===== src/sinpi_pkg.sv =====
// shared types, widths and polynomial coefficients for the sin(pi*x) pipeline
package sinpi_pkg;

  localparam int WORK_BITS = 32;
  localparam int XM_W      = 31;
  localparam int T_W       = 29;
  localparam int ACC_W     = 36;
  localparam int MAG_W     = ACC_W - 1;
  localparam int N_STEPS   = 6;

  localparam logic [63:0] RND_HALF = 64'h0000_0000_8000_0000;

  localparam logic signed [ACC_W-1:0] SIN_INIT = 36'sd1982527;
  localparam logic signed [ACC_W-1:0] COS_INIT = 36'sd8190522;

  // horner coefficients in evaluation order, q.32
  localparam logic signed [ACC_W-1:0] SIN_STEP_COEF [N_STEPS] = '{
    -36'sd31654057, 36'sd352813826, -36'sd2573821554,
    36'sd10952871151, -36'sd22195157385, 36'sd13493037705
  };
  // last cosine step adds one
  localparam logic signed [ACC_W-1:0] COS_STEP_COEF [N_STEPS] = '{
    -36'sd110831553, 36'sd1010737020, -36'sd5734909917,
    36'sd17432035847, -36'sd21194814064, 36'sd4294967296
  };

  typedef struct packed {
    logic            flip;
    logic            is_cos;
    logic [XM_W-1:0] xm;
  } sp_side_t;

  typedef struct packed {
    sp_side_t                  side;
    logic [T_W-1:0]            t;
    logic signed [ACC_W-1:0]   acc;
  } sp_item_t;

endpackage


===== src/sinpi_step.sv =====
// one horner step: multiply by t, round to q.32, add the next coefficient
module sinpi_step import sinpi_pkg::*; (
  input  logic                    clk_i,
  input  logic                    rst_ni,
  input  logic signed [ACC_W-1:0] sin_coef_i,
  input  logic signed [ACC_W-1:0] cos_coef_i,
  input  logic                    valid_i,
  output logic                    ready_o,
  input  sp_item_t                item_i,
  output logic                    valid_o,
  input  logic                    ready_i,
  output sp_item_t                item_o
);

  localparam int PW = T_W + MAG_W;

  logic [1:0] v_q;
  logic [1:0] en;

  assign en[1]   = !v_q[1] || ready_i;
  assign en[0]   = !v_q[0] || en[1];
  assign ready_o = en[0];
  assign valid_o = v_q[1];

  always_ff @(posedge clk_i or negedge rst_ni) begin
    if (!rst_ni) begin
      v_q <= '0;
    end else begin
      v_q <= (v_q & ~en) | ({v_q[0], valid_i} & en);
    end
  end

  // multiply stage, on the magnitude of the accumulator
  logic [MAG_W-1:0] mag;
  logic [PW-1:0]    prod_q;
  logic             neg_q;
  logic [T_W-1:0]   t_q;
  sp_side_t         side_q;

  assign mag = item_i.acc[ACC_W-1] ? MAG_W'(-item_i.acc) : MAG_W'(item_i.acc);

  always_ff @(posedge clk_i) begin
    if (en[0]) begin
      prod_q <= PW'(item_i.t) * PW'(mag);
      neg_q  <= item_i.acc[ACC_W-1];
      t_q    <= item_i.t;
      side_q <= item_i.side;
    end
  end

  // round half away from zero, then add coefficient
  logic [PW:0]             rsum;
  logic signed [ACC_W-1:0] r_s;
  logic signed [ACC_W-1:0] coef;
  sp_item_t                item_d, item_q;

  assign rsum = {1'b0, prod_q} + (PW+1)'(RND_HALF);
  assign r_s  = $signed(ACC_W'(rsum[PW:WORK_BITS]));
  assign coef = side_q.is_cos ? cos_coef_i : sin_coef_i;

  always_comb begin
    item_d.side = side_q;
    item_d.t    = t_q;
    item_d.acc  = neg_q ? (coef - r_s) : (coef + r_s);
  end

  always_ff @(posedge clk_i) begin
    if (en[1]) begin
      item_q <= item_d;
    end
  end

  assign item_o = item_q;

endmodule


===== config.mk =====
export PLATFORM = sky130hd
export DESIGN_NAME = sinpi_step
export DESIGN_NICKNAME = d
export VERILOG_FILES = /design/src/sinpi_pkg.sv /design/src/sinpi_step.sv
export SDC_FILE = /design/constraint.sdc
export NUM_CORES = 2
export LEC_CHECK = 0
export BUFFER_PORTS_ARGS = -buffer_cell sky130_fd_sc_hd__buf_2
export CAP_MARGIN = 25
export CORE_UTILIZATION = 65
export DETAILED_ROUTE_END_ITERATION = 6
export PLACE_DENSITY_LB_ADDON = 0.25
export SLEW_MARGIN = 0
export SYNTH_ARGS = -nofsm -noshare
export SYNTH_HDL_FRONTEND = slang
export SYNTH_SLANG_ARGS = --single-unit

===== constraint.sdc =====
create_clock -name clk_i -period 15 [get_ports clk_i]
set_input_delay 0.75 -clock clk_i [delete_from_list [all_inputs] [get_ports clk_i]]
set_output_delay 0.75 -clock clk_i [all_outputs]
set_load 0.02 [all_outputs]

== Word-level counts from Yosys, hierarchy flattened ==
Index checks and enable logic that the tools add are counted.
Widths: inputs -> output; s select.

* Add/subtract/negate cells: 4
* Multiply operators: 1
* Div/mod/pow operators: 0
* Magnitude comparators: 0
* Eq/ne operators: 0
* Shift-type cells: 0
* Muxes and demuxes: 3
* Bitwise logic cells: 4
* Reduce and logical (&&, ||, !) cells: 4

{| class="wikitable"
|+ Operators by type and width
! kind !! number
|-
| $mux 36 || 2
|-
| $add 64x32->65 const B || 1
|-
| $mul 29x35->64 || 1
|-
| $add 36x34->36 || 1
|-
| $sub 36x34->36 || 1
|-
| $mux 35 || 1
|-
| $neg 35->35 || 1
|-
| $and 2x2->2 || 2
|-
| $logic_not 1->1 || 2
|-
| $logic_or 1x1->1 || 2
|-
| $not 2->2 || 1
|-
| $or 2x2->2 || 1
|}

* Register bits: 227
* Bits in latches: 0
* RAM bits: 0
* Memory bits (read-only): 0
* Input port bits: 174
* Output and inout port bits: 100
* Word-level logic and storage cells: 28
* Memories kept: 0

== Logic depth before layout (Yosys ltp) ==
* Depth after elaboration: 6
* Gate-level depth with buffers: 37
* Depth with buffers taken out: 33

== Worst setup path before layout ==
No wires, ideal clock.

* Path kind: input to register
* From: input port item_i[7] in the netlist's numbering
* To: register prod_q[60], data pin
* Setup time: 0.269 ns
* Arrival time: 9.088 ns
* Data required time: 14.731 ns
* Setup slack: 5.643 ns
* Cell stages on the path: 32
* Buffers on the path: 3
* Cells stage by stage: or4_1 or2_1 nor2_1 nand4_1 o31ai_2 nand2_1 xor2_1 clkbuf_1 clkbuf_1 nand2_1 fa_1 inv_1 fa_1 inv_1 fa_1 inv_1 fa_1 fa_1 fa_1 fa_1 ha_1 ha_1 clkbuf_1 a21o_1 a21o_1 a21oi_1 o21ai_0 a221oi_1 o21ai_0 o41ai_1 o221a_2 o211ai_1

* Longest elaborated chain between the ends: 3

{| class="wikitable"
|+ RTL lines
! item !! line !! RTL
|-
| start, declared || sinpi_step.sv:9 || <nowiki>input sp_item_t item_i,</nowiki>
|-
| $neg 35->35 || sinpi_step.sv:40 || <nowiki>assign mag = item_i.acc[ACC_W-1] ? MAG_W'(-item_i.acc) : MAG_W'(item_i.acc);</nowiki>
|-
| $mux 35 (*) || sinpi_step.sv:40 ||
|-
| $mul 29x35->64 (*) || sinpi_step.sv:44 || <nowiki>prod_q <= PW'(item_i.t) * PW'(mag);</nowiki>
|-
| end signal, assigned || sinpi_step.sv:44 ||
|-
| end, declared || sinpi_step.sv:35 || <nowiki>logic [PW-1:0] prod_q;</nowiki>
|}

Every way passes the cells marked *; elsewhere a longest branch is shown, timed or not.
A chain may end at the register's enable or synchronous reset.

== Worst setup path in the final report ==
* From: input port item_i[5] in the netlist's numbering
* To: register prod_q[48], data pin

The elaborated chain is that of the path after synthesis.

==> results.py <==
metrics = {
    "sta": {
        "max_freq_ghz": 0.09857,
        "rsz0062_at_grt": "no",
        "finalSetupViolations": 0,
        "period_share": 0.6764,
        "relSlewSlack": 0.2305,
        "hold_violations": 0,
        "worstMarginPinSlew_ns": 1.154,
        "finClkSkew_ns": 0.01095,
        "fin_tns_setup_ns": 0,
        "finalMaxSlewViolations": 0,
        "period_needed_ns": 10.15,
        "fin_hold_ws_ns": 0.06873,
    },
    "setup_path": {
        "required_ns": 15.19,
        "end_kind": "flop",
        "start_kind": "primary input",
        "crit_top_cell": "fa_1",
        "path_max_fanout": 29,
        "max_stage_delay_ns": 0.66,
        "crit_path_top_delay_cell": "nor4_1",
        "critical_path_arrival_ns": 10.33,
        "r2r-start": "prod_q[32]",
        "reg2regPathDepth": 20,
        "reg2reg_slack_ns": 9.58,
        "r2r-end": "item_o[33]",
        "worst-setup-path-type": "in -> reg",
    },
    "synthesis": {
        "synth_cell_types": 80,
        "ys_seq_area_frac": 0.1373,
        "synth_edf_count": 194,
        "ys_ff_latch": 196,
        "yosysWarnings": 0,
        "synth_nets": 5791,
        "synth_area_per_cell_um2": 9.634,
        "syn-cell-area_mm2": 0.04280,
        "synth_ff_type": "edfxtp_1",
        "synthArstFlopShare": 0.01020,
        "syn_inst": 4443,
    },
    "die": {
        "fp.dieArea_mm2": 0.06688,
        "rows": 93,
        "die_h_um": 258.6,
        "io_pins": 274,
        "die_x_um": 258.6,
        "floorplan.initialDensity": 0.6604,
        "core_area_mm2": 0.06481,
    },
    "final_layout": {
        "syn2layout_area_growth_pct": 7.290,
        "drive_gt1_frac": 0.09930,
        "antenna_cells": 0,
        "final_util": 0.7085,
        "fillCellCount": 4852,
        "final_common_cell": "inv_1",
        "regArea_mm2": 0.005876,
        "nNetsFinal": 5897,
        "multiInputGateArea_mm2": 0.03302,
        "most-common-layout-cells": "919 x inv_1, 886 x fa_1, 579 x nand2_1, 513 x and2_1, 288 x ha_1",
    },
    "drt": {
        "routed_wl_mm": 112.7,
        "drc": 0,
        "post_drt_via_cell_ratio": 5.830,
        "drtPass1Iterations": 5,
        "dr_total_vias": 31580,
        "wire_per_inst_um": 20.80,
        "first_iter_violations": 2830,
        "antenna_left": 0,
    },
    "global_route": {
        "grt_pass1_wl_mm": 179.8,
        "grt_max_degree": 73,
        "antenna_found_initial": 6,
        "grt_use_total": 0.3502,
        "gr-total-overflow": 0,
        "first_global_vias": 33060,
    },
    "clocking": {
        "cts_inserted_buffers": 17,
        "cts_root_buffer": "clkbuf_16",
        "clk_pin_slew_worst_paths_ns": 0.08,
        "worstSkewPairLatency_ns": 0.45,
        "tritoncts": "built",
        "cts_resized": 0,
        "cts_setup_buffers": 0,
        "cts_hold_buf": 0,
        "clock_sink_count": 196,
        "cts_max_level": 4,
        "clock_path_buffers": 2,
    },
    "placed_design": {
        "numPortBuffers": 273,
        "dp.final_hpwl_mm": 83.08,
        "finalWeightedCongestion": 0.9497,
    },
    "hold_path": {
        "min_path_type": "in -> async",
    },
    "outcome": {
        "status": "finished clean",
    },
    "job": {
        "max_cap_viol_count": 0,
    },
}
==> cell usage after synthesis (all sizes together) (10+ instances only) <==
cell / instances / area (um^2)
and2: 513 / 3209
nand3: 42 / 215.2
fa: 886 / 17740
a21o: 63 / 473.0
a21oi: 90 / 450.4
mux2: 36 / 409.1
nor3: 25 / 135.1
a31oi: 17 / 106.4
o31ai: 10 / 80.07
edfxtp: 194 / 5826
o21ai: 62 / 310.3
inv: 919 / 3450
nand4: 27 / 190.2
nand2: 579 / 2173
buf: 23 / 143.9
nand2b: 11 / 68.82
and3: 29 / 192.7
xnor2: 123 / 1077
ha: 288 / 3603
clkbuf: 212 / 795.8
xor2: 49 / 429.2
o21bai: 11 / 82.58
a211oi: 12 / 90.09
o21a: 13 / 97.59
nor2b: 22 / 137.6
nor2: 69 / 259.0
==> area by class of cell <==
cell class	count	area share
clock inverters	15	0.003869
well taps	855	0.02330
clock buffers	17	0.009264
inverters	919	0.07512
multi-input cells	3093	0.7190
flip-flops and latches	196	0.1279
repair buffers	322	0.04152
==> metal layers <==
metal | wire length (um) | up-vias | global-route usage
met5 | 13 | - | 0
met2 | 51250 | 1858 | 0.5483
li1 | - | 13680 | -
met4 | 3445 | 2 | 0.1052
met1 | 44780 | 15770 | 0.4953
met3 | 13170 | 267 | 0.07394
==> critical path: cells and delay by family <==
family                   cells  cell delay, ns
adder cells (fa/ha/maj)      9            4.32
AND/OR/NAND/NOR              8            2.61
AO/OA/AOI/OAI                6            1.63
buffers and inverters        6            0.76
XOR/XNOR                     2            0.25
==> cell families after synthesis <==
family,after synthesis,share of synthesized area
buffers and inverters,1154,0.1025
AND/OR/NAND/NOR,1358,0.1617
multiplexers,42,0.01096
AO/OA/AOI/OAI,347,0.05370
flip-flops,196,0.1373
adder cells (fa/ha/maj),1174,0.4986
XOR/XNOR,172,0.03520
==> registers in the layout, summed over array words and instances, names as in the netlist, named ones only <==
| register | flops |
|---|---|
| item_d | 33 |
| item_o | 98 |
| neg_q | 1 |
| prod_q | 33 |
| t_q | 29 |
==> stage by stage <==
| stage | std cells | setup WS, ns | instance area (um^2) |
|---|---|---|---|
| after global placement | 5376 | 4.373 | 45080 |
| final | 5417 | 4.855 | 45920 |
| after floorplan | 4443 | 5.643 | 42800 |
| after detailed placement | 5379 | 4.247 | 45160 |
| after CTS | 5411 | 4.772 | 45770 |
| after global routing | 5417 | 4.238 | 45920 |
==> worst max-delay path by stage <==
stage / startpoint / endpoint / slack (ns) / depth (start not counted)
after CTS: item_i[7] / prod_q[62] / 4.77 / 30
final: item_i[5] / prod_q[48] / 4.85 / 31
after global routing: item_i[5] / prod_q[48] / 4.24 / 31
after floorplan: item_i[7] / prod_q[60] / 5.64 / 32
after detailed placement: item_i[7] / prod_q[62] / 4.25 / 30
after global placement: item_i[5] / prod_q[57] / 4.37 / 31
Power is not shown: default switching activity piles up to over one toggle a cycle in this logic, so the estimate is an artifact.
