===== src/sinpi_pkg.sv =====
// shared types, widths and polynomial coefficients for the sin(pi*x) pipeline
package sinpi_pkg;

  localparam int WORK_BITS = 32;
  localparam int XM_W      = 31;
  localparam int T_W       = 29;
  localparam int ACC_W     = 36;
  localparam int MAG_W     = ACC_W - 1;
  localparam int N_STEPS   = 6;

  localparam logic [63:0] RND_HALF = 64'h0000_0000_8000_0000;

  localparam logic signed [ACC_W-1:0] SIN_INIT = 36'sd1982527;
  localparam logic signed [ACC_W-1:0] COS_INIT = 36'sd8190522;

  // horner coefficients in evaluation order, q.32
  localparam logic signed [ACC_W-1:0] SIN_STEP_COEF [N_STEPS] = '{
    -36'sd31654057, 36'sd352813826, -36'sd2573821554,
    36'sd10952871151, -36'sd22195157385, 36'sd13493037705
  };
  // last cosine step adds one
  localparam logic signed [ACC_W-1:0] COS_STEP_COEF [N_STEPS] = '{
    -36'sd110831553, 36'sd1010737020, -36'sd5734909917,
    36'sd17432035847, -36'sd21194814064, 36'sd4294967296
  };

  typedef struct packed {
    logic            flip;
    logic            is_cos;
    logic [XM_W-1:0] xm;
  } sp_side_t;

  typedef struct packed {
    sp_side_t                  side;
    logic [T_W-1:0]            t;
    logic signed [ACC_W-1:0]   acc;
  } sp_item_t;

endpackage


===== src/sinpi_back.sv =====
// final sine multiply, sign, output rounding and saturation
module sinpi_back import sinpi_pkg::*; #(
  parameter int OUT_FRAC_BITS = 30
) (
  input  logic               clk_i,
  input  logic               rst_ni,
  input  logic               valid_i,
  output logic               ready_o,
  input  sp_item_t           item_i,
  output logic               valid_o,
  input  logic               ready_i,
  output logic signed [31:0] sine_result_o
);

  localparam int PW  = XM_W + MAG_W;
  localparam int SH  = WORK_BITS - OUT_FRAC_BITS;
  localparam int RW  = (OUT_FRAC_BITS > WORK_BITS) ? MAG_W + 1 - SH : MAG_W + 1;
  localparam logic [RW-1:0] LIM = (OUT_FRAC_BITS >= 31) ? RW'(32'h7FFF_FFFF)
                                                        : RW'(64'd1 << OUT_FRAC_BITS);

  logic [4:0] v_q;
  logic [4:0] en;

  assign en[4] = !v_q[4] || ready_i;
  assign en[3] = !v_q[3] || en[4];
  assign en[2] = !v_q[2] || en[3];
  assign en[1] = !v_q[1] || en[2];
  assign en[0] = !v_q[0] || en[1];

  assign ready_o = en[0];
  assign valid_o = v_q[4];

  always_ff @(posedge clk_i or negedge rst_ni) begin
    if (!rst_ni) begin
      v_q <= '0;
    end else begin
      v_q <= (v_q & ~en) | ({v_q[3:0], valid_i} & en);
    end
  end

  // stage 0: sine branch multiplies by the folded argument
  logic [MAG_W-1:0]        mag;
  logic [PW-1:0]           prod_q;
  logic                    accneg_q;
  logic signed [ACC_W-1:0] acc_q;
  logic                    flip0_q;
  logic                    is_cos_q;

  assign mag = item_i.acc[ACC_W-1] ? MAG_W'(-item_i.acc) : MAG_W'(item_i.acc);

  always_ff @(posedge clk_i) begin
    if (en[0]) begin
      prod_q   <= PW'(item_i.side.xm) * PW'(mag);
      accneg_q <= item_i.acc[ACC_W-1];
      acc_q    <= item_i.acc;
      flip0_q  <= item_i.side.flip;
      is_cos_q <= item_i.side.is_cos;
    end
  end

  // stage 1: round product, cosine branch passes the accumulator
  logic [PW:0]             rsum;
  logic signed [ACC_W-1:0] r_s;
  logic signed [ACC_W-1:0] res_q;
  logic                    flip1_q;

  assign rsum = {1'b0, prod_q} + (PW+1)'(RND_HALF);
  assign r_s  = $signed(ACC_W'(rsum[PW:WORK_BITS]));

  always_ff @(posedge clk_i) begin
    if (en[1]) begin
      res_q   <= is_cos_q ? acc_q : (accneg_q ? -r_s : r_s);
      flip1_q <= flip0_q;
    end
  end

  // stage 2: sign and magnitude
  logic [MAG_W-1:0] rmag_q;
  logic             neg2_q;

  always_ff @(posedge clk_i) begin
    if (en[2]) begin
      rmag_q <= res_q[ACC_W-1] ? MAG_W'(-res_q) : MAG_W'(res_q);
      neg2_q <= flip1_q ^ res_q[ACC_W-1];
    end
  end

  // stage 3: convert to output format and saturate
  logic [RW-1:0] conv;
  logic [31:0]   omag_q;
  logic          neg3_q;

  if (SH > 0) begin : g_rnd
    logic [MAG_W:0] csum;
    assign csum = {1'b0, rmag_q} + ((MAG_W+1)'(1) << (SH - 1));
    assign conv = RW'(csum >> SH);
  end else begin : g_ext
    assign conv = RW'(rmag_q) << (-SH);
  end

  always_ff @(posedge clk_i) begin
    if (en[3]) begin
      omag_q <= (conv > LIM) ? 32'(LIM) : 32'(conv);
      neg3_q <= neg2_q;
    end
  end

  // stage 4: output register
  logic signed [31:0] out_q;

  always_ff @(posedge clk_i) begin
    if (en[4]) begin
      out_q <= neg3_q ? $signed(-omag_q) : $signed(omag_q);
    end
  end

  assign sine_result_o = out_q;

endmodule


===== config.mk =====
export PLATFORM = sky130hd
export DESIGN_NAME = sinpi_back
export DESIGN_NICKNAME = d
export VERILOG_FILES = /design/src/sinpi_pkg.sv /design/src/sinpi_back.sv
export SDC_FILE = /design/constraint.sdc
export NUM_CORES = 2
export LEC_CHECK = 0
export ABC_AREA = 1
export BUFFER_PORTS_ARGS = -buffer_cell sky130_fd_sc_hd__buf_2
export CAP_MARGIN = 10
export CORE_ASPECT_RATIO = 2
export CORE_UTILIZATION = 40
export CTS_BUF_LIST = sky130_fd_sc_hd__clkbuf_8
export CTS_CLUSTER_DIAMETER = 60
export DETAILED_ROUTE_END_ITERATION = 10
export GPL_TIMING_DRIVEN = 0
export PLACE_DENSITY = 0.63
export SLEW_MARGIN = 20
export SYNTH_ARGS = -nofsm -noshare
export SYNTH_HDL_FRONTEND = slang
export SYNTH_SLANG_ARGS = --single-unit

===== constraint.sdc =====
create_clock -name clk_i -period 12.2 [get_ports clk_i]
set_input_delay 1.22 -clock clk_i [delete_from_list [all_inputs] [get_ports clk_i]]
set_output_delay 1.22 -clock clk_i [all_outputs]
set_load 0.005 [all_outputs]

### Word level (Yosys, flattened, before mapping)

Cells that the tools add are included.

| storage, ports and cells | value |
|---|---|
| flip-flop bits (word level) | 248 |
| latch bits | 0 |
| memory bits (writable) | 0 |
| ROM bits | 0 |
| bits of input ports | 102 |
| output and inout bits | 34 |
| logic and storage cells | 41 |
| memories kept | 0 |

| operators by class | value |
|---|---|
| $add $sub $neg | 6 |
| multiply operators | 1 |
| div/mod/pow operators | 0 |
| $lt $le $gt $ge | 1 |
| equal/unequal tests | 0 |
| shifts and indexed selects | 0 |
| multiplexer cells | 5 |
| bitwise logic cells | 5 |
| reductions and logical operators | 10 |

Operator list:

| operator | count |
|---|---|
| $mux 36 | 2 |
| $mux 35 | 2 |
| $neg 35->35 | 2 |
| $add 66x32->67 const B | 1 |
| $mul 31x35->66 | 1 |
| $add 35x2->36 const B | 1 |
| $neg 35->36 | 1 |
| $gt 34x31->1 const B | 1 |
| $mux 32 | 1 |
| $neg 32->32 | 1 |
| $and 5x5->5 | 2 |
| $logic_not 1->1 | 5 |
| $logic_or 1x1->1 | 5 |
| $not 5->5 | 1 |
| $or 5x5->5 | 1 |
| $xor 1x1->1 | 1 |

### Depth between registers and ports, before layout

| depth | value |
|---|---|
| depth after elaboration | 9 |
| mapped depth | 43 |

### Worst setup path before layout

OpenSTA, ideal clock, no wires.

| timing | value |
|---|---|
| path kind | input-to-reg |
| start | input port item_i[1] in the netlist's numbering |
| end | register prod_q[61], data pin |
| data arrival time | 8.205 ns |
| path slack | 3.743 ns |
| stages on the path | 39 |
| buffers on the path | 1 |
| path through | inv_1 -> nand3_2 -> nor3_2 -> nand2_2 -> nor2_2 -> nand2_1 -> inv_2 -> nand2_2 -> nor2_4 -> nand2_2 -> nand2_2 -> nand3b_1 -> nand2_1 -> buf_2 -> nor2_1 -> fa_1 -> inv_1 -> fa_1 -> [3 not listed] -> fa_1 -> fa_1 -> fa_1 -> inv_1 -> fa_1 -> inv_1 -> ha_1 -> a21o_1 -> nor2_1 -> inv_1 -> a21oi_1 -> inv_1 -> a21oi_1 -> o21bai_1 -> a21oi_1 -> nand2_1 -> nand2_1 -> nand2_1 |

| between the ends | value |
|---|---|
| longest elaborated chain between the ends | 3 |

Ends and longest elaborated chain:

| what | RTL line | text |
|---|---|---|
| start: declaration | sinpi_back.sv:9 | `input sp_item_t item_i,` |
| $neg 35->35 | sinpi_back.sv:49 | `assign mag = item_i.acc[ACC_W-1] ? MAG_W'(-item_i.acc) : MAG_W'(item_i.acc);` |
| $mux 35 * | sinpi_back.sv:49 |  |
| $mul 31x35->66 * | sinpi_back.sv:53 | `prod_q <= PW'(item_i.side.xm) * PW'(mag);` |
| end signal: assignment | sinpi_back.sv:53 |  |
| end: declaration | sinpi_back.sv:43 | `logic [PW-1:0] prod_q;` |

Mark *: on every way between the ends. The rest lies on a longest branch, timed or not.
A chain may end at the register's enable or synchronous reset.

### Worst setup path after layout

| timing | value |
|---|---|
| start | input port item_i[1] in the netlist's numbering |
| end | register prod_q[59], data pin |

The elaborated chain is that of the path after synthesis.

==> run_results.csv <==
group,metric,value,unit
placement,dpl.hpwl,207000,µm
cells_and_area,nets,7310,
timing,min_period_over_period,0.958,
cells_and_area,drive_gt1_frac,0.0481,
clock_tree,numCtsBuffers,24,
global_routing,grt_pass1_wl,337000,µm
die,die-area,120000,µm²
clock_tree,cts_buffer_depth,3,
logic_synthesis,synthTopCellsByArea,"fa_1, edfxtp_1, inv_1",
min_path,worstHoldPathType,"in -> async",
critical_path,path_class,"in -> reg",
routing,wire_per_inst,32.5,µm
critical_path,slowest_delay,1.17,ns
critical_path,crit_arrival,12.09,ns
timing,period_minus_slack,11.69,ns
cells_and_area,layout_commonest_cell,"inv_1",
timing,finalSetupViolCount,0,
critical_path,critical_path.endpoint_type,"flop",
routing,vias_per_cell,5.59,
cells_and_area,finalInstanceArea,50600,µm²
logic_synthesis,ys_types,52,
cells_and_area,multi_input_area,35300,µm²
routing,via_count,42300,
timing,fmax,0.0856,GHz
logic_synthesis,synth_edf_count,210,
die,core,118000,µm²
status,status,"finished clean",
routing,drc_errors,0,
global_routing,grt_usage,0.418,
critical_path,crit_required,12.60,ns
die,dieWidth,246,µm
cells_and_area,fillerInstances,12100,
logic_synthesis,synth_seq_cells,215,
clock_tree,post_cts_buffers,0,
clock_tree,insertion_delay,0.66,ns
logic_synthesis,synth-main-ff-cell,"edfxtp_1",
die,rows,178,
clock_tree,clk_pin_slew,0.10,ns
critical_path,cp-start-kind,"primary input",
logic_synthesis,yosysTopAreaCell,"fa_1",
global_routing,grt_pass1_vias,45600,
logic_synthesis,synth_top_area_frac,0.401,
timing,clock_skew,0.0298,ns
logic_synthesis,synth_nets,7189,
critical_path,critPathMaxFanout,10,
routing,wl,246000,µm
timing,setup_tns,0,ns
cells_and_area,syn_to_final_growth,6.46,%
logic_synthesis,avgSynthCellArea,8.09,µm²
die,die_h,489,µm
logic_synthesis,synthesis.area,47500,µm²
timing,slew_violations,0,
cells_and_area,fin_util,0.430,
die,io_pins,136,
timing,maxSlewHeadroom,0.0928,
clock_tree,htreeDepth,1,
timing,rsz0062_at_grt,"false",
placement,io_buffers,91,
clock_tree,post_cts_resized,0,
cells_and_area,mostFrequentLayoutCells,"inv_1, nand2_1, fa_1, nor2_1, ha_1",
global_routing,grt_max_degree,54,
die,start_util,0.404,
logic_synthesis,yosysWarnings,0,
clock_tree,cts_root_buf,"clkbuf_8",
routing,drt-initial-drc-count,3004,
clock_tree,cts_num_sinks,215,
logic_synthesis,syn_inst,5873,
logic_synthesis,ys_seq_area_frac,0.135,
clock_tree,tritoncts,"built",
global_routing,grt.overflow.total,0,
clock_tree,ctsHoldBuffers,0,
routing,drtAntennaViolNets,0,
cells_and_area,seq_area,6430,µm²
logic_synthesis,ys_async_sr_fraction,0.0233,
timing,hold_viol,0,
placement,place_area,50000,µm²
global_routing,antenna_found_initial,26,
timing,worstMarginPinSlew,1.36,ns
placement,gp_congestion,1.10,
routing,drt_first_pass_iters,8,
critical_path,cpMaxStageDelayCell,"fa_1",
run,cap_violations,0,
-- worst max-delay path: cells and delay by family --
family	cells	cell delay [ns]
xor+xnor	1	0.21
fa+ha+maj	10	5.50
compound gates	1	0.14
simple gates	14	2.74
buf+inv	11	2.22
-- flip-flops by register name, indices dropped and copies added (netlist names), 32 cells and up, named ones only --
| name | count |
|---|---|
| acc_q | 35 |
| rmag_q | 34 |
| prod_q | 35 |
| sine_result_o | 32 |
| res_q | 36 |
| omag_q | 32 |
-- synthesized netlist by cell type (74+ instances only) --
cell type  instances
inv_1           1267
nand2_1         1247
fa_1             952
nor2_1           872
ha_1             262
edfxtp_1         210
clkbuf_1         174
nand3_1          172
a21oi_1          130
o21ai_0          122
xor2_1            74
-- kinds of logic after synthesis --
logic type / share of synthesized area
buffers and inverters: 0.121
adder cells (fa/ha/maj): 0.470
flip-flops: 0.135
XOR/XNOR: 0.0221
AO/OA/AOI/OAI: 0.0394
other: 0.0000790
AND/OR/NAND/NOR: 0.212
-- layer usage --
metal,up-vias,part of all wire,GRT usage
li1,17700,-,-
met1,21100,0.27,0.336
met2,2287,0.51,0.745
met3,1242,0.070,0.104
met4,12,0.15,0.515
met5,-,0.00031,0
-- final timing paths --
path                       cells past startpoint         end       from  slack [ns]
max in group asynchronous                      1   async pin     rst_ni       11.69
hold / removal                                 1   async pin     rst_ni        0.35
hold reg to reg                                0     flip1_q    flip0_q        0.42
setup / recovery                              37  prod_q[59]  item_i[1]        0.51
min in group clk_i                             0     flip1_q    flip0_q        0.42
setup reg to reg                              10  prod_q[45]       flop        8.51
-- layout make-up --
cell class                      count  share of cell area
Timing Repair Buffer               95              0.0105
Multi-Input combinational cell   4145               0.699
Sequential cell                   215               0.127
Clock buffer                       25             0.00680
Antenna cell                       28             0.00139
Clock inverter                     18             0.00270
Buffer                            213              0.0183
Inverter                         1300              0.0966
Tap cell                         1530              0.0379
-- through the flow --
step	instances	hold slack, ns	setup slack [ns]
after global routing	7550	0.352	0.124
after floorplan	5873	0.400	3.74
after global placement	7494	0.407	0.262
after CTS	7540	0.342	0.912
final	7569	0.353	0.511
after detailed placement	7497	0.409	0.253
Power is left out: the tool's default activity adds up to more than one toggle a clock period on the data nets, which glitch-free logic cannot reach.
