`src/sinpi_pkg.sv`:
```
// shared types, widths and polynomial coefficients for the sin(pi*x) pipeline
package sinpi_pkg;

  localparam int WORK_BITS = 32;
  localparam int XM_W      = 31;
  localparam int T_W       = 29;
  localparam int ACC_W     = 36;
  localparam int MAG_W     = ACC_W - 1;
  localparam int N_STEPS   = 6;

  localparam logic [63:0] RND_HALF = 64'h0000_0000_8000_0000;

  localparam logic signed [ACC_W-1:0] SIN_INIT = 36'sd1982527;
  localparam logic signed [ACC_W-1:0] COS_INIT = 36'sd8190522;

  // horner coefficients in evaluation order, q.32
  localparam logic signed [ACC_W-1:0] SIN_STEP_COEF [N_STEPS] = '{
    -36'sd31654057, 36'sd352813826, -36'sd2573821554,
    36'sd10952871151, -36'sd22195157385, 36'sd13493037705
  };
  // last cosine step adds one
  localparam logic signed [ACC_W-1:0] COS_STEP_COEF [N_STEPS] = '{
    -36'sd110831553, 36'sd1010737020, -36'sd5734909917,
    36'sd17432035847, -36'sd21194814064, 36'sd4294967296
  };

  typedef struct packed {
    logic            flip;
    logic            is_cos;
    logic [XM_W-1:0] xm;
  } sp_side_t;

  typedef struct packed {
    sp_side_t                  side;
    logic [T_W-1:0]            t;
    logic signed [ACC_W-1:0]   acc;
  } sp_item_t;

endpackage

```
`src/sinpi_front.sv`:
```
// argument reduction: magnitude, fraction, fold and square
module sinpi_front import sinpi_pkg::*; #(
  parameter int IN_FRAC_BITS = 32
) (
  input  logic               clk_i,
  input  logic               rst_ni,
  input  logic               valid_i,
  output logic               ready_o,
  input  logic signed [47:0] x_value_i,
  output logic               valid_o,
  input  logic               ready_i,
  output sp_item_t           item_o
);

  localparam int SH = IN_FRAC_BITS - WORK_BITS;
  localparam logic [WORK_BITS:0] Q1  = 33'h0_4000_0000;
  localparam logic [WORK_BITS:0] Q2  = 33'h0_8000_0000;
  localparam logic [WORK_BITS:0] Q3  = 33'h0_C000_0000;
  localparam logic [WORK_BITS:0] ONE = 33'h1_0000_0000;

  logic [4:0] v_q;
  logic [4:0] en;

  assign en[4] = !v_q[4] || ready_i;
  assign en[3] = !v_q[3] || en[4];
  assign en[2] = !v_q[2] || en[3];
  assign en[1] = !v_q[1] || en[2];
  assign en[0] = !v_q[0] || en[1];

  assign ready_o = en[0];
  assign valid_o = v_q[4];

  always_ff @(posedge clk_i or negedge rst_ni) begin
    if (!rst_ni) begin
      v_q <= '0;
    end else begin
      v_q <= (v_q & ~en) | ({v_q[3:0], valid_i} & en);
    end
  end

  // stage 0: magnitude
  logic [47:0] mag_d, mag_q;
  logic        negx_q;
  assign mag_d = x_value_i[47] ? 48'(-x_value_i) : x_value_i;

  always_ff @(posedge clk_i) begin
    if (en[0]) begin
      mag_q  <= mag_d;
      negx_q <= x_value_i[47];
    end
  end

  // stage 1: fraction to q.32
  logic [WORK_BITS:0] a_d, a_q;
  logic               flip_q;

  if (SH > 0) begin : g_rnd
    logic [IN_FRAC_BITS:0] rsum;
    assign rsum = {1'b0, mag_q[IN_FRAC_BITS-1:0]} + ((IN_FRAC_BITS+1)'(1) << (SH - 1));
    assign a_d  = rsum[IN_FRAC_BITS:SH];
  end else begin : g_ext
    assign a_d = (WORK_BITS+1)'(mag_q[IN_FRAC_BITS-1:0]) << (-SH);
  end

  always_ff @(posedge clk_i) begin
    if (en[1]) begin
      a_q    <= a_d;
      flip_q <= negx_q ^ mag_q[IN_FRAC_BITS];
    end
  end

  // stage 2: branch select and fold
  sp_side_t side_d, side2_q;
  logic     cos_sel;
  assign cos_sel = (a_q >= Q1) && (a_q <= Q3);

  always_comb begin
    side_d.flip   = flip_q;
    side_d.is_cos = cos_sel;
    if (cos_sel) begin
      side_d.xm = (a_q >= Q2) ? XM_W'(a_q - Q2) : XM_W'(Q2 - a_q);
    end else begin
      side_d.xm = (a_q > Q3) ? XM_W'(ONE - a_q) : XM_W'(a_q);
    end
  end

  always_ff @(posedge clk_i) begin
    if (en[2]) begin
      side2_q <= side_d;
    end
  end

  // stage 3: square
  logic [2*XM_W-1:0] sq_q;
  sp_side_t          side3_q;

  always_ff @(posedge clk_i) begin
    if (en[3]) begin
      sq_q    <= (2*XM_W)'(side2_q.xm) * (2*XM_W)'(side2_q.xm);
      side3_q <= side2_q;
    end
  end

  // stage 4: round square to q.32, seed accumulator
  logic [2*XM_W:0] tsum;
  sp_item_t        item_d, item_q;
  assign tsum = {1'b0, sq_q} + (2*XM_W+1)'(RND_HALF);

  always_comb begin
    item_d.side = side3_q;
    item_d.t    = T_W'(tsum[2*XM_W:WORK_BITS]);
    item_d.acc  = side3_q.is_cos ? COS_INIT : SIN_INIT;
  end

  always_ff @(posedge clk_i) begin
    if (en[4]) begin
      item_q <= item_d;
    end
  end

  assign item_o = item_q;

endmodule

```
`config.mk`:
```
export PLATFORM = sky130hd
export DESIGN_NAME = sinpi_front
export DESIGN_NICKNAME = d
export VERILOG_FILES = /design/src/sinpi_pkg.sv /design/src/sinpi_front.sv
export SDC_FILE = /design/constraint.sdc
export NUM_CORES = 2
export LEC_CHECK = 0
export BUFFER_PORTS_ARGS = -buffer_cell sky130_fd_sc_hd__buf_2
export CAP_MARGIN = 0
export CORE_MARGIN = 3
export CORE_UTILIZATION = 35
export DETAILED_ROUTE_END_ITERATION = 10
export GPL_TIMING_DRIVEN = 1
export PLACE_DENSITY = 0.56
export SLEW_MARGIN = 20
export SYNTH_ARGS = -nofsm -noshare
export SYNTH_HDL_FRONTEND = slang
export SYNTH_SLANG_ARGS = --single-unit
```
`constraint.sdc`:
```
create_clock -name clk_i -period 15.85 [get_ports clk_i]
set_clock_uncertainty 0.1 [all_clocks]
set_input_delay 3.17 -clock clk_i [delete_from_list [all_inputs] [get_ports clk_i]]
set_output_delay 3.17 -clock clk_i [all_outputs]
set_load 0.02 [all_outputs]
```
* Word-level counts from Yosys, hierarchy flattened
Index checks and enable logic that the tools add are counted.
** Operators by class
- Add/sub/neg operators :: 5
- $mul :: 1
- Div/mod/pow operators :: 0
- $lt $le $gt $ge :: 4
- Equal/unequal tests :: 0
- Shift-type cells :: 0
- Muxes and demuxes :: 5
- Bitwise gates (word level) :: 5
- Reductions and logical operators :: 11
** Operator list (count)
- $mux W31 :: 3
- $sub A1 B31 Y31 const A :: 2
- $add A61 B32 Y61 const B :: 1
- $mul A31 B31 Y61 :: 1
- $mux W33 :: 1
- $neg A33 Y33 :: 1
- $ge A32 B31 Y1 const B :: 1
- $ge A32 B32 Y1 const B :: 1
- $gt A32 B32 Y1 const B :: 1
- $le A32 B32 Y1 const B :: 1
- $sub A31 B1 Y31 const B :: 1
- $mux W23 :: 1
- $and A5 B5 Y5 :: 2
- $logic_not A1 Y1 :: 5
- $logic_or A1 B1 Y1 :: 5
- $not A5 Y5 :: 1
- $or A5 B5 Y5 :: 1
- $logic_and A1 B1 Y1 :: 1
- $xor A1 B1 Y1 :: 1
** Word-level totals
- Register bits after elaboration :: 297
- Bits in latches :: 0
- RAM bits :: 0
- Bits in read-only memories :: 0
- Output and inout bits :: 100
- Memories :: 0

* Depth between registers and ports, before layout
- Word-level depth :: 9
- Gate-level depth with buffers :: 29

* Worst setup path after synthesis
OpenSTA, ideal clock, no wires.
- Path kind :: in2out
- From :: in ready_i
- To :: out ready_o
- Arrival time :: 5.363 ns
- Required time :: 12.580 ns
- Setup slack :: 7.217 ns
- Stages on the path :: 4
- Cells stage by stage :: nor2b_1 > nand4_1 > inv_1 > nand2_1
** On the way
- Word-level cells in the longest chain between the ends :: 5
** RTL lines
- from (decl) :: line sinpi_front.sv:11 : input logic ready_i,
- $logic_or A1 B1 Y1 :: line sinpi_front.sv:24 : assign en[4] = !v_q[4] || ready_i;
- $logic_or A1 B1 Y1 :: line sinpi_front.sv:25 : assign en[3] = !v_q[3] || en[4];
- $logic_or A1 B1 Y1 :: line sinpi_front.sv:26 : assign en[2] = !v_q[2] || en[3];
- $logic_or A1 B1 Y1 :: line sinpi_front.sv:27 : assign en[1] = !v_q[1] || en[2];
- via en[1] :: line sinpi_front.sv:22 : logic [4:0] en;
- $logic_or A1 B1 Y1 :: line sinpi_front.sv:28 : assign en[0] = !v_q[0] || en[1];
- to (decl) :: line sinpi_front.sv:8 : output logic ready_o,
The timed path passes the listed nets, and every way through them passes these cells.

* Worst setup path in the final report
- From :: reg side2_q[23] (netlist name)
- To :: reg sq_q[56], data pin
** On the way
- Word-level cells in the longest chain between the ends :: 1
** RTL lines
- from (decl) :: line sinpi_front.sv:73 : sp_side_t side_d, side2_q;
- from (signal assigned) :: line sinpi_front.sv:89 : side2_q <= side_d;
- $mul A31 B31 Y61 :: line sinpi_front.sv:99 : sq_q <= (2*XM_W)'(side2_q.xm) * (2*XM_W)'(side2_q.xm);
- to (signal assigned) :: line sinpi_front.sv:99
- to (decl) :: line sinpi_front.sv:94 : logic [2*XM_W-1:0] sq_q;
Every way passes these cells.
A chain may end at the register's enable or synchronous reset.

==> flow_summary_export.csv <==
group,metric,value,unit
status,status,"completed",
sta,rsz0062_at_grt,"false",
run,maxCapViolCount,0,
sta,setup_viol,0,
sta,slew_headroom,33.9,%
sta,finalSetupTns,0,ps
worst_setup_path,crit_required,16030,ps
global_routing,grt_max_degree,65,
final_layout,n_antenna_cell,0,
global_routing,grtUsageTotal,17.1,%
worst_setup_path,cp-end-kind,"flop",
sta,fmax,102,MHz
clock_network,cts_tree,"done",
clock_network,clkLatencyLatePin,520,ps
floorplanning,fp-row-count,116,
final_layout,final_cell_mix,"inv_1, fa_1, nand2_1, ha_1, edfxtp_1",
clock_network,clockBufferDepth,3,
worst_setup_path,crit_type,"reg2reg",
synth,avgSynthCellArea,10.4,sq um
placed_design,dpl.hpwl,68800,um
sta,min_period,9790,ps
drt,routed_wl,87900,um
clock_network,ctsResizeCount,0,
final_layout,syn_to_final_growth,7.39,%
clock_network,clock-sinks,231,
final_layout,layout.nets,4558,
final_layout,n_fill_cell,10117,
worst_setup_path,critPathLaunch,"side2_q[23]$_DFFE_PP_",
clock_network,clk_pin_slew,70,ps
hold_path,hold_start,"mag_q[17]$_DFFE_PN_",
synth,ys.flop_type,"edfxtp_1",
drt,drc,0,
synth,synth_edf_count,226,
floorplanning,io_pins,152,
worst_setup_path,crit_path_start_kind,"flop",
global_routing,antenna_found_initial,4,
sta,period_share,61.8,%
final_layout,multi_input_area,0.0248,sq mm
placed_design,gp_congestion,0.873,
clock_network,cts_inserted_buffers,23,
worst_setup_path,crit_buf_inv,8,
drt,first_iter_violations,1153,
synth,netlist_area,0.0358,sq mm
clock_network,cts-root-buf,"clkbuf_16",
worst_setup_path,cpPeakStageDelay,880,ps
floorplanning,core_area,0.101,sq mm
final_layout,seqCellArea,0.00691,sq mm
global_routing,grt_overflow,0,
synth,yosys_warnings,0,
clock_network,postCtsSetupBuffers,0,
final_layout,final_common_cell,"inv_1",
drt,dr.pass1.iters,5,
global_routing,grt_pass1_vias,25204,
placed_design,port_buffers,111,
placed_design,dp_slack,6070,ps
worst_setup_path,critPathTopFamily,"adder cells",
worst_setup_path,arrival,9970,ps
sta,finalHoldViolCount,0,
synth,synth_seq_area_share,19.3,%
drt,ant_nets,0,
sta,worst_pin_slew,982,ps
clock_network,cts_htree_levels,1,
drt,drt-vias-per-instance,4.67,
synth,synth_seq_cells,231,
global_routing,grt_pass1_wl,141000,um
synth,synthArstFlopShare,2.16,%
drt,wl_per_cell,18.1,um
floorplanning,die_width,326,um
sta,fin_ws,6060,ps
floorplanning,die_area,0.106,sq mm
drt,vias,22742,
worst_setup_path,critPathMostFrequentCell,"fa_1",
synth,synthCells,3440,
worst_setup_path,crit_fanout,16,
hold_path,holdCritPathClass,"reg2reg",
worst_setup_path,slowest_stage,"edfxtp_1",
worst_setup_path,r2r-start,"side2_q[23]$_DFFE_PP_",
floorplanning,start_util,35.5,%
clock_network,hold_buffers,0,
synth,ys_types,66,
floorplanning,die_y,326,um
sta,drv_slew,0,
final_layout,drive_above_1_share,5.90,%
==> worst reg2reg max path, stage by stage, from the launching register on <==
cell      delay, ps
edfxtp_1        880
buf_4           470
inv_1           310
nor2_1          270
inv_1            90
fa_1            480
inv_1            50
fa_1            500
inv_1            60
fa_1            520
inv_1            50
fa_1            390
fa_1            490
fa_1            400
fa_1            530
inv_1            50
fa_1            470
inv_1            40
ha_1            420
nand4_1         210
nor4_1          770
o211ai_1        180
nor2_1          680
nor4_1          120
o21ai_0         440
o31ai_1         240
o21ai_0         240
xnor2_1          90
==> per-layer routing <==
metal | vias to the layer above | global-route usage, % | routed length (um) | part of all wire, %
li1 | 10392 | - | - | -
met1 | 11763 | 22.3 | 37100 | 42
met2 | 460 | 29.6 | 43500 | 49
met5 | - | 0 | 0 | 0
met4 | 0 | 4.40 | 2700 | 3.1
met3 | 127 | 2.81 | 4590 | 5.2
==> kinds of logic after synthesis <==
group           count (synthesis)  share of synthesized area [%]
fa+ha+maj                    1013                           51.1
compound gates                236                           4.14
simple gates                  745                           10.3
xor+xnor                      142                           3.48
buf+inv                      1068                           11.6
other cells                     2                         0.0210
flops                         231                           19.3
mux                             3                         0.0874
==> layout make-up <==
type | count | share of cell area, %
Inverter | 922 | 9.00
Timing Repair Buffer | 150 | 2.21
Multi-Input combinational cell | 2165 | 64.6
Sequential cell | 231 | 18.0
Clock inverter | 13 | 0.225
Tap cell | 1357 | 4.42
Clock buffer | 28 | 1.57
==> Yosys cell counts (all sizes together), types with 2 or more instances <==
| cell type | instances | share of area, % |
|---|---|---|
| a211o | 2 | 0.049 |
| a211oi | 2 | 0.042 |
| a21o | 31 | 0.65 |
| a21oi | 72 | 1.0 |
| a31o | 5 | 0.12 |
| a31oi | 7 | 0.12 |
| and2 | 204 | 3.6 |
| and3 | 8 | 0.14 |
| and4 | 3 | 0.073 |
| buf | 42 | 0.85 |
| clkbuf | 104 | 1.1 |
| conb | 2 | 0.021 |
| dfrtp | 5 | 0.35 |
| edfxtp | 226 | 19 |
| fa | 747 | 42 |
| ha | 266 | 9.3 |
| inv | 921 | 9.7 |
| mux2i | 2 | 0.056 |
| nand2 | 319 | 3.3 |
| nand2b | 10 | 0.17 |
| nand3 | 26 | 0.36 |
| nand3b | 2 | 0.042 |
| nand4 | 27 | 0.47 |
| nand4b | 2 | 0.049 |
| nor2 | 79 | 0.83 |
| nor2b | 11 | 0.19 |
| nor3 | 19 | 0.30 |
| nor4 | 9 | 0.20 |
| o211ai | 5 | 0.10 |
| o21ai | 59 | 0.83 |
| o21bai | 11 | 0.23 |
| o31ai | 20 | 0.42 |
| o41ai | 7 | 0.19 |
| or2 | 8 | 0.14 |
| or3 | 7 | 0.14 |
| or4 | 9 | 0.20 |
| xnor2 | 99 | 2.4 |
| xor2 | 43 | 1.1 |
==> sequential cells by signal, indices dropped and copies added (netlist names), named ones only <==
name / flops
item_o: 63
mag_q: 33
side2_q: 33
a_q: 32
item_d: 32
sq_q: 31
flip_q: 1
negx_q: 1
==> worst paths after layout <==
kind / slack (ps) / end / depth (start not counted)
min in group asynchronous: 2350 / async pin / 1
max in group asynchronous: 13170 / async pin / 1
setup reg to reg: 6060 / sq_q[56]$_DFFE_PP_ / 27
hold / removal: 310 / a_q[17]$_DFFE_PP_ / 0
setup / recovery: 6060 / sq_q[56]$_DFFE_PP_ / 27
hold reg to reg: 310 / a_q[17]$_DFFE_PP_ / 0
==> through the flow <==
| step | hold WS, ps | cell area, sq um | utilization (%) | cells |
|---|---|---|---|---|
| finish | 308 | 38400 | 38.2 | 4866 |
| global route | 324 | 38400 | 38.2 | 4866 |
| floorplan | 300 | 35900 | - | 3464 |
| CTS | 311 | 38400 | 38.2 | 4866 |
| global placement | 300 | 37700 | 37.5 | 4825 |
| detailed placement | 305 | 37700 | 37.5 | 4825 |
Power is left out: the tool's default activity adds up to more than one toggle a clock period on the data nets, which glitch-free logic cannot reach.
